<file path="src/hw/rtl/sb5_pkg.sv">
package sb5_pkg;

   localparam int CHAN_W      = 8;
   localparam int POS_W       = 11;
   localparam int CFG_W       = 12;
   localparam int CSR_IDX_W   = 2;
   localparam int SUM_W       = 12;
   localparam int QUEUE_DEPTH = 4;
   localparam int QPTR_W      = 2;
   localparam int QCNT_W      = 3;
   localparam int WORD_ROWS   = 4;

   localparam logic [CFG_W-1:0] WIDTH_RESET  = 12'd640;
   localparam logic [CFG_W-1:0] HEIGHT_RESET = 12'd480;
   localparam logic [1:0]       LAST_TAP     = 2'd2;

   typedef enum logic [CSR_IDX_W-1:0] {
      CSR_IMAGE_WIDTH  = 2'd0,
      CSR_IMAGE_HEIGHT = 2'd1
   } csr_index_type;

   // blue in the low byte, as in the line store word
   typedef struct packed {
      logic [CHAN_W-1:0] red;
      logic [CHAN_W-1:0] green;
      logic [CHAN_W-1:0] blue;
   } pix_type;

   localparam int PIX_W  = $bits(pix_type);
   localparam int WORD_W = WORD_ROWS * PIX_W;

   // one window row: entry 0 is column x-4, entry 4 is column x
   typedef pix_type [4:0] win_row_type;
   // window rows: entry 0 is row y-2, entry 2 is row y
   typedef win_row_type [2:0] win_type;

   // one queued input word with everything the back end needs
   typedef struct packed {
      win_type           win;
      logic [POS_W-1:0]  row_base;   // (y-2) mod 2^11
      logic [POS_W-1:0]  col_base;   // (x-2) mod 2^11
      logic [1:0]        s_lo;
      logic [1:0]        s_hi;
      logic [1:0]        j_lo;
      logic [1:0]        j_hi;
      logic              y_last;
      logic              x_last;
   } item_type;

   // floor(v/10) for v < 2560 by reciprocal multiply
   function automatic logic [CHAN_W-1:0] div10(input logic [SUM_W-1:0] v);
      logic [24:0] p;
      p = 25'(v) * 25'd6554;
      return p[23:16];
   endfunction

   // 1-2-4-2-1 weighted sum
   function automatic logic [SUM_W-1:0] wsum(input logic [CHAN_W-1:0] a, b, c, d, e);
      return 12'(a) + (12'(b) << 1) + (12'(c) << 2) + (12'(d) << 1) + 12'(e);
   endfunction

   function automatic pix_type blur5(input pix_type a, b, c, d, e);
      pix_type r;
      r.blue  = div10(wsum(a.blue,  b.blue,  c.blue,  d.blue,  e.blue));
      r.green = div10(wsum(a.green, b.green, c.green, d.green, e.green));
      r.red   = div10(wsum(a.red,   b.red,   c.red,   d.red,   e.red));
      return r;
   endfunction

endpackage

</file>
<file path="src/hw/rtl/sb5_queue.sv">
module sb5_queue (
   input  logic                       clock,
   input  logic                       reset,
   input  logic                       push_v,
   input  sb5_pkg::item_type          push_item,
   input  logic                       pop,
   output logic                       head_v,
   output sb5_pkg::item_type          head,
   output logic [sb5_pkg::QCNT_W-1:0] count
);
   import sb5_pkg::*;

   item_type           slot_ff [QUEUE_DEPTH];
   logic [QPTR_W-1:0]  wp_ff, rp_ff;
   logic [QCNT_W-1:0]  cnt_ff;

   assign head_v = (cnt_ff != '0);
   assign head   = slot_ff[rp_ff];
   assign count  = cnt_ff;

   // pointers and fill count; the front never pushes into a full queue
   always_ff @(posedge clock) begin
      if (reset) begin
         wp_ff  <= '0;
         rp_ff  <= '0;
         cnt_ff <= '0;
      end else begin
         if (push_v) begin
            wp_ff <= wp_ff + 1'b1;
         end
         if (pop) begin
            rp_ff <= rp_ff + 1'b1;
         end
         cnt_ff <= cnt_ff + QCNT_W'(push_v) - QCNT_W'(pop);
      end
   end

   always_ff @(posedge clock) begin
      if (push_v) begin
         slot_ff[wp_ff] <= push_item;
      end
   end
endmodule

</file>
<file path="config.mk">
export PLATFORM = sky130hd
export DESIGN_NAME = sb5_queue
export DESIGN_NICKNAME = d
export VERILOG_FILES = /design/src/hw/rtl/sb5_pkg.sv /design/src/hw/rtl/sb5_queue.sv
export SDC_FILE = /design/constraint.sdc
export NUM_CORES = 1
export LEC_CHECK = 0
export ABC_AREA = 1
export BUFFER_PORTS_ARGS = -buffer_cell sky130_fd_sc_hd__buf_4
export CAP_MARGIN = 20
export CORE_MARGIN = 2
export CORE_UTILIZATION = 37
export CTS_BUF_LIST = sky130_fd_sc_hd__clkbuf_4 sky130_fd_sc_hd__clkbuf_8
export CTS_CLUSTER_SIZE = 8
export DETAILED_ROUTE_END_ITERATION = 8
export PLACE_DENSITY = 0.62
export SYNTH_ARGS = -nofsm -noshare
export SYNTH_HDL_FRONTEND = slang
export SYNTH_SLANG_ARGS = --single-unit
</file>
<file path="constraint.sdc">
create_clock -name clock -period 13.45 [get_ports clock]
set_clock_uncertainty 0.1 [all_clocks]
set_input_delay 2.69 -clock clock [delete_from_list [all_inputs] [get_ports clock]]
set_output_delay 2.69 -clock clock [all_outputs]
set_load 0.05 [all_outputs]
</file>
==> results.cfg <==
[run_status]
status = finished, final reports clean

[route]
routed-wl-met2_um = 71100
antenna_violating_nets_post_route = 0
highest_layer = met5
detailed_routed_wire_length_on_met3_um = 12200
detailedRoute.firstIterationViolations = 2448
via_count = 36800
drcViolationCount = 0
drt_wl_total_um = 143000
met1Wirelength_um = 54200
length_of_the_first_detailed_routing_pass_in_iterations = 7
wl_per_cell_um = 18.2
post_drt_via_cell_ratio = 4.68

[layout]
final_core_utilization = 0.451
postLayoutCellArea_um2 = 74600
final_nets = 5875
seq_area_um2 = 47300
area_growth_pct = 20.7
fill_cells = 14700
multi_input_comb_area_um2 = 10000
fraction_of_layout_cells_with_a_size_suffix_above_1 = 0.219

[logic_synthesis]
synth_adder_area_share = 0.00154
synth_area_per_cell_um2 = 13.4
post_synth_inst_count = 4628
synth.top_cells.by_count = sky130_fd_sc_hd__edfxtp_1 (1568), sky130_fd_sc_hd__inv_1 (800), sky130_fd_sc_hd__nand2_1 (792)
synth_edf_count = 1568
post-synth-top-count-cell = sky130_fd_sc_hd__edfxtp_1
synthesis.yosys.warnings = 0
muxShareOfSynthArea = 0
unique_cell_type_count_in_the_yosys_netlist = 16
seq_cells_post_synth = 1577
main_combinational_cell_family_by_area_after_synthesis = compound AO/OA/AOI/OAI gates
post-synth-top-area-fraction = 0.762
synth.net_count = 5031
ys_dominant_reg_cell = sky130_fd_sc_hd__edfxtp_1
synth.cell_area_um2 = 61800
yosysSeqAreaShare = 0.765
cells_taking_the_most_area_after_synthesis = sky130_fd_sc_hd__edfxtp_1 (76%), sky130_fd_sc_hd__inv_1 (4.9%), sky130_fd_sc_hd__nand2_1 (4.8%), sky130_fd_sc_hd__o211ai_1 (4.8%), sky130_fd_sc_hd__a21oi_1 (3.2%)
post_synth_and_or_nand_nor_area_fraction = 0.0485
async_reset_ff_frac = 0
post-synth-top-area-cell = sky130_fd_sc_hd__edfxtp_1
synth-compound-area-share = 0.112
xor_and_xnor_area_share_after_synthesis = 0

[floorplanning]
coreArea_um2 = 165000
die-area_um2 = 170000
die-height_um = 413
ioPinCount = 792
die_w_um = 413
core.rowCount = 149
initial_utilization = 0.374

[placed_design]
dpl_worst_slack_ns = 6.95
placed_cell_area_um2 = 69400
port_buffer_count = 791
routability_congestion_estimate = 0.768
post-dp-hpwl_um = 86400

[worst_setup_path]
cp_num_buf_inv = 4
arrival_ns = 4.60
crit_path_start_kind = flip-flop
crit_path_top_delay_cell = sky130_fd_sc_hd__buf_4
critPathRequiredTime_ns = 10.66
critical-path-top-delay-family = buffers and inverters
worst-setup-path-type = reg -> out
worst-path-max-fanout = 263
critical_path.max_stage_delay_ns = 0.81
endpoint_kind = output port
timing.critical_path.cells = buf_12, buf_12, buf_4, a21oi_1, o21ai_0, nand2_1, buf_4

[clock_network]
post_cts.repair.setup_buffers = 0
clkTransAtPathRegs_ns = 0.06
cts.root.buffer_cell = sky130_fd_sc_hd__clkbuf_8
htreeDepth = 5
clock_latency_of_the_later_clocked_register_in_the_worst_skew_pair_ns = 0.99
clock_sink_count = 1577
clock_buffer_count_from_cts = 281
cts_hold_repair.buffers = 0
number_of_resized_instances_in_the_post_cts_repair_step = 0
cts-root-to-sink-buffers = 4
cts_tree = built

[power_and_ir_drop]
vdd.ir_drop.worst_mv = 0.162
power_density_nw_per_um2 = 154
power.static_leakage_nw = 28.7

[sta]
fmaxAchievable_mhz = 135
setup_tns_ns = 0
setup-violations-final = 0
timing.final.ws_setup_ns = 6.06
worst_slew_pin_slew_ns = 1.40
grt_setup_unrepaired = no
maxSlewViolCount = 0
max-slew-margin-rel = 0.0665
period_minus_slack_ns = 7.39
finalHoldViolCount = 0
timing.final.crit_share = 0.550

[min_path]
worstHoldPathType = reg -> reg

[global_routing]
number_of_global_route_vias_before_repair = 34400
grt_max_degree = 266
global_route.overflow_total = 0
global_route.usage.total = 0.161
first_pass_grt_wire_length_um = 208000
grt_antenna_before_repair = 34

[run]
max_cap_violations = 0
-- where the power goes --
| part | internal (mW) | switching [mW] |
|---|---|---|
| sequential | 5.63 | 0.0469 |
| clock | 2.32 | 1.84 |
| combinational | 0.435 | 1.22 |
| total | 8.38 | 3.10 |
-- cell usage in the layout (no fill, tap or decap), drive strengths merged --
cell type | synthesis | final
clkinvlp | 0 | 6
fa | 1 | 1
o21ai | 396 | 396
nand3 | 2 | 2
ha | 6 | 6
buf | 251 | 822
nand2 | 792 | 792
nor2 | 3 | 3
o211ai | 392 | 392
a21oi | 398 | 398
diode | 0 | 26
clkbuf | 10 | 386
clkinv | 0 | 63
inv | 800 | 803
dfxtp | 9 | 9
bufinv | 0 | 4
edfxtp | 1568 | 1568
-- sequential cells by signal, summed over array words and instances, names as in the netlist, named ones only --
register  flops
count         3
slot_ff    1568
rp_ff         2
wp_ff         2
-- stage by stage --
stage / instances / total power [mW] / hold WS (ns)
after floorplan: 4628 / 6.91 / 0.336
after global placement: 7378 / 7.43 / 0.341
after detailed placement: 7378 / 7.45 / 0.351
after CTS: 7840 / 11.6 / 0.362
after global routing: 7864 / 11.9 / 0.395
final: 7866 / 11.5 / 0.356
-- logic make-up (layout without fill, tap and decap cells) --
family | after synthesis | after routing
other cells | 0 | 26
fa+ha+maj | 7 | 7
compound gates | 1186 | 1186
flops | 1577 | 1577
simple gates | 797 | 797
buf+inv | 1061 | 2084
-- per-layer routing --
| metal | vias to the layer above | track usage |
|---|---|---|
| li1 | 17900 | - |
| met1 | 17600 | 0.181 |
| met2 | 968 | 0.269 |
| met3 | 289 | 0.0618 |
| met4 | 26 | 0.0785 |
| met5 | - | 0 |
-- final timing paths --
kind	endpoint	slack [ns]	cells after the start	from
max	head[128]	6.06	7	flip-flop
min	flip-flop	0.36	2	rp_ff[1]
max reg2reg	slot_ff[1][129]	9.85	6	wp_ff[1]
min reg2reg	flip-flop	0.36	2	rp_ff[1]
-- tightest hold or removal path: stages, from the launching register on --
cell and delay, ns:
sky130_fd_sc_hd__dfxtp_1 0.29, sky130_fd_sc_hd__inv_1 0.05, sky130_fd_sc_hd__a21oi_1 0.07
-- final cells by class --
type                    instances  area share
flip-flops and latches       1577       0.634
multi-input cells            1990       0.134
repair buffers                822      0.0851
clock buffers                 386      0.0630
inverters                     800      0.0407
well taps                    2189      0.0367
clock inverters                76     0.00594
diodes                         26    0.000872
Power figures use the tool's default switching activity.
