--- config.mk ---
export PLATFORM = sky130hd
export DESIGN_NAME = sb5_back_flat
export DESIGN_NICKNAME = d
export VERILOG_FILES = /design/src/hw/rtl/sb5_pkg.sv /design/src/hw/rtl/sb5_chan_if.sv /design/src/hw/rtl/sb5_back.sv /design/src/flat_wrapper.sv
export SDC_FILE = /design/constraint.sdc
export NUM_CORES = 2
export LEC_CHECK = 0
export BUFFER_PORTS_ARGS = -buffer_cell sky130_fd_sc_hd__buf_4
export CAP_MARGIN = 0
export CORE_MARGIN = 2
export CORE_UTILIZATION = 45
export DETAILED_ROUTE_END_ITERATION = 7
export GPL_ROUTABILITY_DRIVEN = 0
export MAX_ROUTING_LAYER = met4
export PLACE_DENSITY_LB_ADDON = 0.05
export SLEW_MARGIN = 30
export SYNTH_ARGS = -nofsm -noshare
export SYNTH_HDL_FRONTEND = slang
export SYNTH_SLANG_ARGS = --single-unit
--- constraint.sdc ---
create_clock -name clock -period 13 [get_ports clock]
set_input_delay 2.6 -clock clock [delete_from_list [all_inputs] [get_ports clock]]
set_output_delay 2.6 -clock clock [all_outputs]
set_load 0.005 [all_outputs]
--- src/hw/rtl/sb5_pkg.sv ---
package sb5_pkg;

   localparam int CHAN_W      = 8;
   localparam int POS_W       = 11;
   localparam int CFG_W       = 12;
   localparam int CSR_IDX_W   = 2;
   localparam int SUM_W       = 12;
   localparam int QUEUE_DEPTH = 4;
   localparam int QPTR_W      = 2;
   localparam int QCNT_W      = 3;
   localparam int WORD_ROWS   = 4;

   localparam logic [CFG_W-1:0] WIDTH_RESET  = 12'd640;
   localparam logic [CFG_W-1:0] HEIGHT_RESET = 12'd480;
   localparam logic [1:0]       LAST_TAP     = 2'd2;

   typedef enum logic [CSR_IDX_W-1:0] {
      CSR_IMAGE_WIDTH  = 2'd0,
      CSR_IMAGE_HEIGHT = 2'd1
   } csr_index_type;

   // blue in the low byte, as in the line store word
   typedef struct packed {
      logic [CHAN_W-1:0] red;
      logic [CHAN_W-1:0] green;
      logic [CHAN_W-1:0] blue;
   } pix_type;

   localparam int PIX_W  = $bits(pix_type);
   localparam int WORD_W = WORD_ROWS * PIX_W;

   // one window row: entry 0 is column x-4, entry 4 is column x
   typedef pix_type [4:0] win_row_type;
   // window rows: entry 0 is row y-2, entry 2 is row y
   typedef win_row_type [2:0] win_type;

   // one queued input word with everything the back end needs
   typedef struct packed {
      win_type           win;
      logic [POS_W-1:0]  row_base;   // (y-2) mod 2^11
      logic [POS_W-1:0]  col_base;   // (x-2) mod 2^11
      logic [1:0]        s_lo;
      logic [1:0]        s_hi;
      logic [1:0]        j_lo;
      logic [1:0]        j_hi;
      logic              y_last;
      logic              x_last;
   } item_type;

   // floor(v/10) for v < 2560 by reciprocal multiply
   function automatic logic [CHAN_W-1:0] div10(input logic [SUM_W-1:0] v);
      logic [24:0] p;
      p = 25'(v) * 25'd6554;
      return p[23:16];
   endfunction

   // 1-2-4-2-1 weighted sum
   function automatic logic [SUM_W-1:0] wsum(input logic [CHAN_W-1:0] a, b, c, d, e);
      return 12'(a) + (12'(b) << 1) + (12'(c) << 2) + (12'(d) << 1) + 12'(e);
   endfunction

   function automatic pix_type blur5(input pix_type a, b, c, d, e);
      pix_type r;
      r.blue  = div10(wsum(a.blue,  b.blue,  c.blue,  d.blue,  e.blue));
      r.green = div10(wsum(a.green, b.green, c.green, d.green, e.green));
      r.red   = div10(wsum(a.red,   b.red,   c.red,   d.red,   e.red));
      return r;
   endfunction

endpackage

--- src/hw/rtl/sb5_chan_if.sv ---


interface sb5_rsp_if;
   logic                       valid;
   logic                       ready;
   logic [sb5_pkg::POS_W-1:0]  out_row;
   logic [sb5_pkg::POS_W-1:0]  out_col;
   logic [sb5_pkg::CHAN_W-1:0] out_blue;
   logic [sb5_pkg::CHAN_W-1:0] out_green;
   logic [sb5_pkg::CHAN_W-1:0] out_red;
   logic                       run_last;
   logic                       frame_done;

   modport source (output valid, out_row, out_col, out_blue, out_green, out_red,
                   run_last, frame_done, input ready);
   modport sink   (input valid, out_row, out_col, out_blue, out_green, out_red,
                   run_last, frame_done, output ready);
endinterface

--- src/hw/rtl/sb5_back.sv ---
module sb5_back (
   input  logic              clock,
   input  logic              reset,
   input  logic              head_v,
   input  sb5_pkg::item_type head,
   output logic              pop,
   sb5_rsp_if.source         rsp_chan
);
   import sb5_pkg::*;

   logic [1:0]        ds_ff, ds_in, dj_ff, dj_in, s, j;
   logic              load, last_s, last_j;
   logic              out_v_ff, out_v_in;
   win_row_type       wrow;
   pix_type           hsum;
   logic [POS_W-1:0]  row_ff, col_ff;
   pix_type           pix_ff;
   logic              run_last_ff, frame_done_ff;

   // output register frees when empty or taken
   assign load   = head_v && (!out_v_ff || rsp_chan.ready);
   assign s      = head.s_lo + ds_ff;
   assign j      = head.j_lo + dj_ff;
   assign last_s = (s == head.s_hi);
   assign last_j = (j == head.j_hi);
   assign pop    = load && last_s && last_j;
   assign wrow   = head.win[s];

   // horizontal pass for the selected column offset
   always_comb begin
      case (j)
         2'd0:    hsum = blur5(wrow[0], wrow[1], wrow[2], wrow[3], wrow[4]);
         2'd1:    hsum = blur5(wrow[1], wrow[2], wrow[3], wrow[4], '0);
         default: hsum = blur5(wrow[2], wrow[3], wrow[4], '0, '0);
      endcase
   end

   // walk rows outer, columns inner
   always_comb begin
      ds_in    = ds_ff;
      dj_in    = dj_ff;
      out_v_in = out_v_ff;
      if (load) begin
         out_v_in = 1'b1;
         if (last_j) begin
            dj_in = '0;
            ds_in = last_s ? 2'd0 : ds_ff + 1'b1;
         end else begin
            dj_in = dj_ff + 1'b1;
         end
      end else if (rsp_chan.ready) begin
         out_v_in = 1'b0;
      end
   end

   always_ff @(posedge clock) begin
      if (reset) begin
         ds_ff    <= '0;
         dj_ff    <= '0;
         out_v_ff <= 1'b0;
      end else begin
         ds_ff    <= ds_in;
         dj_ff    <= dj_in;
         out_v_ff <= out_v_in;
      end
   end

   always_ff @(posedge clock) begin
      if (load) begin
         row_ff        <= head.row_base + POS_W'(s);
         col_ff        <= head.col_base + POS_W'(j);
         pix_ff        <= hsum;
         run_last_ff   <= last_s && last_j;
         frame_done_ff <= head.y_last && head.x_last && s == LAST_TAP && j == LAST_TAP;
      end
   end

   assign rsp_chan.valid      = out_v_ff;
   assign rsp_chan.out_row    = row_ff;
   assign rsp_chan.out_col    = col_ff;
   assign rsp_chan.out_blue   = pix_ff.blue;
   assign rsp_chan.out_green  = pix_ff.green;
   assign rsp_chan.out_red    = pix_ff.red;
   assign rsp_chan.run_last   = run_last_ff;
   assign rsp_chan.frame_done = frame_done_ff;
endmodule

--- src/flat_wrapper.sv ---
// flat-port wrapper written by rule: the top's interface ports become plain ports
module sb5_back_flat import sb5_pkg::*;
  (clock, reset, head_v, head, pop, rsp_chan_valid, rsp_chan_out_row, rsp_chan_out_col, rsp_chan_out_blue, rsp_chan_out_green, rsp_chan_out_red, rsp_chan_run_last, rsp_chan_frame_done, rsp_chan_ready);
  sb5_rsp_if rsp_chan_i ();
  input  logic clock;
  input  logic reset;
  input  logic head_v;
  input  sb5_pkg::item_type head;
  output logic pop;
  output wire logic [$bits(rsp_chan_i.valid)-1:0] rsp_chan_valid;
  output wire logic [$bits(rsp_chan_i.out_row)-1:0] rsp_chan_out_row;
  output wire logic [$bits(rsp_chan_i.out_col)-1:0] rsp_chan_out_col;
  output wire logic [$bits(rsp_chan_i.out_blue)-1:0] rsp_chan_out_blue;
  output wire logic [$bits(rsp_chan_i.out_green)-1:0] rsp_chan_out_green;
  output wire logic [$bits(rsp_chan_i.out_red)-1:0] rsp_chan_out_red;
  output wire logic [$bits(rsp_chan_i.run_last)-1:0] rsp_chan_run_last;
  output wire logic [$bits(rsp_chan_i.frame_done)-1:0] rsp_chan_frame_done;
  input wire logic [$bits(rsp_chan_i.ready)-1:0] rsp_chan_ready;
  assign rsp_chan_valid = rsp_chan_i.valid;
  assign rsp_chan_out_row = rsp_chan_i.out_row;
  assign rsp_chan_out_col = rsp_chan_i.out_col;
  assign rsp_chan_out_blue = rsp_chan_i.out_blue;
  assign rsp_chan_out_green = rsp_chan_i.out_green;
  assign rsp_chan_out_red = rsp_chan_i.out_red;
  assign rsp_chan_run_last = rsp_chan_i.run_last;
  assign rsp_chan_frame_done = rsp_chan_i.frame_done;
  assign rsp_chan_i.ready = rsp_chan_ready;
  sb5_back u_core (.clock(clock), .reset(reset), .head_v(head_v), .head(head), .pop(pop), .rsp_chan(rsp_chan_i));
endmodule
==> out/results.tsv <==
metric	value	unit
die-height	278	um
gr-usage-all-layers	25.2	%
worstReg2RegStart	u_core.ds_ff[0]	
ioPinCount	446	
setup_viol	0	
rows	100	
syn_to_final_growth	15.5	%
cts_root_buf	clkbuf_16	
yosysSeqAreaShare	4.57	%
hold_end	u_core.rsp_chan.valid	
clock-sinks	53	
drive_gt1_share	13.7	%
die_x	278	um
cts_buffers	5	
finalWirelength	94.1	mm
hold_class	flip-flop to flip-flop	
ctsHtreeMaxLevel	2	
slowest_delay	0.54	ns
dr.pass1.iters	5	
finalSetupTns	0	ns
max_slew.worst_pin.slew	1.03	ns
synth_top_cell_area_share	32.8	%
postCtsHoldBufs	0	
final_nets	5919	
synth_edf_count	48	
mappedNetlistArea	33700	um2
synth-seq-cells	53	
grt_setup_unrepaired	no	
avgSynthCellArea	9.00	um2
path_common_cell	inv_1	
synthCells	3750	
drt_iter0_drc	1095	
overflow	0	
timing.fmax	0.0811	GHz
critPathKind	input pin to flip-flop	
startpoint	head[8]	
cp.arrival	12.39	ns
post_cts_buffers	0	
cts_max_path_buffers	2	
route.detailed.drc	0	
critPathCaptureType	flip-flop	
cp.required	13.06	ns
cts_resized	0	
r2r_cells	42	
grt_pass1_vias	27200	
slew_viol_final	0	
r2r_slack	2.63	ns
max_cap_viol_count	0	
postRouteAntennaNets	0	
hold_viol_final	0	
vias	26700	
slowest_stage	fa_1	
yosys.area.top_type	ha_1	
netlist_top_cells_area	ha_1, fa_1, inv_1	
grt_pass1_wl	148	mm
io_buffers	445	
ys.flop_type	edfxtp_1	
ys_types	75	
antenna_found_initial	0	
slew_headroom	31.2	%
grt_start_max_net_pins	73	
clock_skew	0.0211	ns
synth_warnings	0	
hold_path_depth	2	
path_max_fanout	17	
tritoncts	yes	
synthArstFlopShare	0	%
worstHoldStart	u_core.rsp_chan.valid	
die_area	77200	um2
status	complete, no violations	
vias_per_cell	5.14	
period_share	94.9	%
fin_crit	12.33	ns
hpwl	84.7	mm
wire_per_inst	18.1	um
clk_pin_slew	0.10	ns
start_kind	input pin	
initial_core_util	45.4	%
core_area	74300	um2
r2r_end	u_core.rsp_chan.out_blue[7]	
clk_latency	0.34	ns
syn-num-nets	5440	
critical path, delay by kind of cell:
family          cells  cell delay [ns]
mux                 1             0.09
simple gates        4             0.77
buf+inv            11             1.21
fa+ha+maj          12             4.57
compound gates     12             2.38
xor+xnor            3             0.78
Yosys cell counts, types with 21 or more instances:
cell and number:
fa_1 410, nor2b_1 21, nand3_1 103, nand2_1 174
o21bai_1 47, a21oi_1 206, clkbuf_1 41, a31oi_1 61
inv_1 858, mux2i_1 79, o21a_1 21, and2_1 29
xor2_1 72, nor3_1 26, a21o_1 50, ha_1 884
o21ai_0 124, xnor2_1 161, edfxtp_1 48, nor2_1 80
metrics by stage:
stage	cell area (um2)	hold slack (ns)	worst slack, ns	utilization, %	cells
floorplan	33700	0.452	0.604	-	3750
global placement	38800	0.486	0.331	52.2	5191
detailed placement	38800	0.492	0.265	52.2	5191
CTS	39000	0.508	0.579	52.4	5199
global route	39000	0.520	0.0581	52.4	5199
finish	39000	0.504	0.668	52.4	5200
cells in the final DEF, fill, tap and decap left out, types with 8 or more instances in the layout:
cell type and instances:
xnor2_1 161, a2111oi_0 9, xor2_1 71, buf_4 535, o21ai_1 8, ha_1 883, nand3_1 103, nor2_1 80
a21o_1 50, a31o_2 8, a211oi_1 18, nand2_1 174, and2_1 29, edfxtp_1 48, fa_1 410, nand2b_1 18
a21oi_1 206, nor2b_1 21, a31oi_1 61, o21bai_1 47, o211ai_1 13, o21ai_0 123, or3_1 13, mux2i_1 79
and3_1 17, nor3_1 26, o21a_1 21, o31ai_1 8, nand4_1 14, inv_1 857
per-layer routing:
layer,wire [um],global-route usage (%),part of all wire (%)
met1,44300,33.4,47
met2,45000,43.1,48
met3,3510,2.09,3.7
met4,1310,3.42,1.4
met5,0,-,0
how the worst max path moves through the flow:
stage | cells past startpoint | to | slack, ns
detailed placement | 45 | u_core.rsp_chan.out_blue[7] | 0.26
global route | 43 | u_core.rsp_chan.out_blue[7] | 0.06
floorplan | 43 | u_core.rsp_chan.out_red[7] | 0.60
global placement | 45 | u_core.rsp_chan.out_blue[7] | 0.33
CTS | 45 | u_core.rsp_chan.out_blue[7] | 0.58
finish | 43 | u_core.rsp_chan.out_blue[7] | 0.67
registers in the layout, indices dropped and copies added (netlist names):
| name | count |
|---|---|
| u_core.rsp_chan.out_red | 8 |
| u_core.ds_ff | 2 |
| u_core.rsp_chan.valid | 1 |
| u_core.rsp_chan.frame_done | 1 |
| u_core.rsp_chan.out_row | 11 |
| u_core.rsp_chan.out_col | 11 |
| u_core.dj_ff | 2 |
| u_core.rsp_chan.out_blue | 8 |
| u_core.rsp_chan.run_last | 1 |
| u_core.rsp_chan.out_green | 8 |
kinds of logic after synthesis:
logic type | after synthesis | synth area share [%]
flip-flops | 53 | 4.57
XOR/XNOR | 234 | 6.12
AO/OA/AOI/OAI | 637 | 11.8
buffers and inverters | 925 | 10.4
AND/OR/NAND/NOR | 521 | 7.40
adder cells (fa/ha/maj) | 1300 | 57.3
multiplexers | 80 | 2.41
layout make-up:
class	count	area, um2
antenna	1	2.50
clock buffer	5	125
clock inverter	3	48.8
fill	7173	35400
inverter	859	3230
multi-input combinational	2772	28700
sequential	53	1540
tap	969	1210
timing repair buffer	538	4080
Power is not shown: default switching activity piles up to over one toggle a cycle in this logic, so the estimate is an artifact.
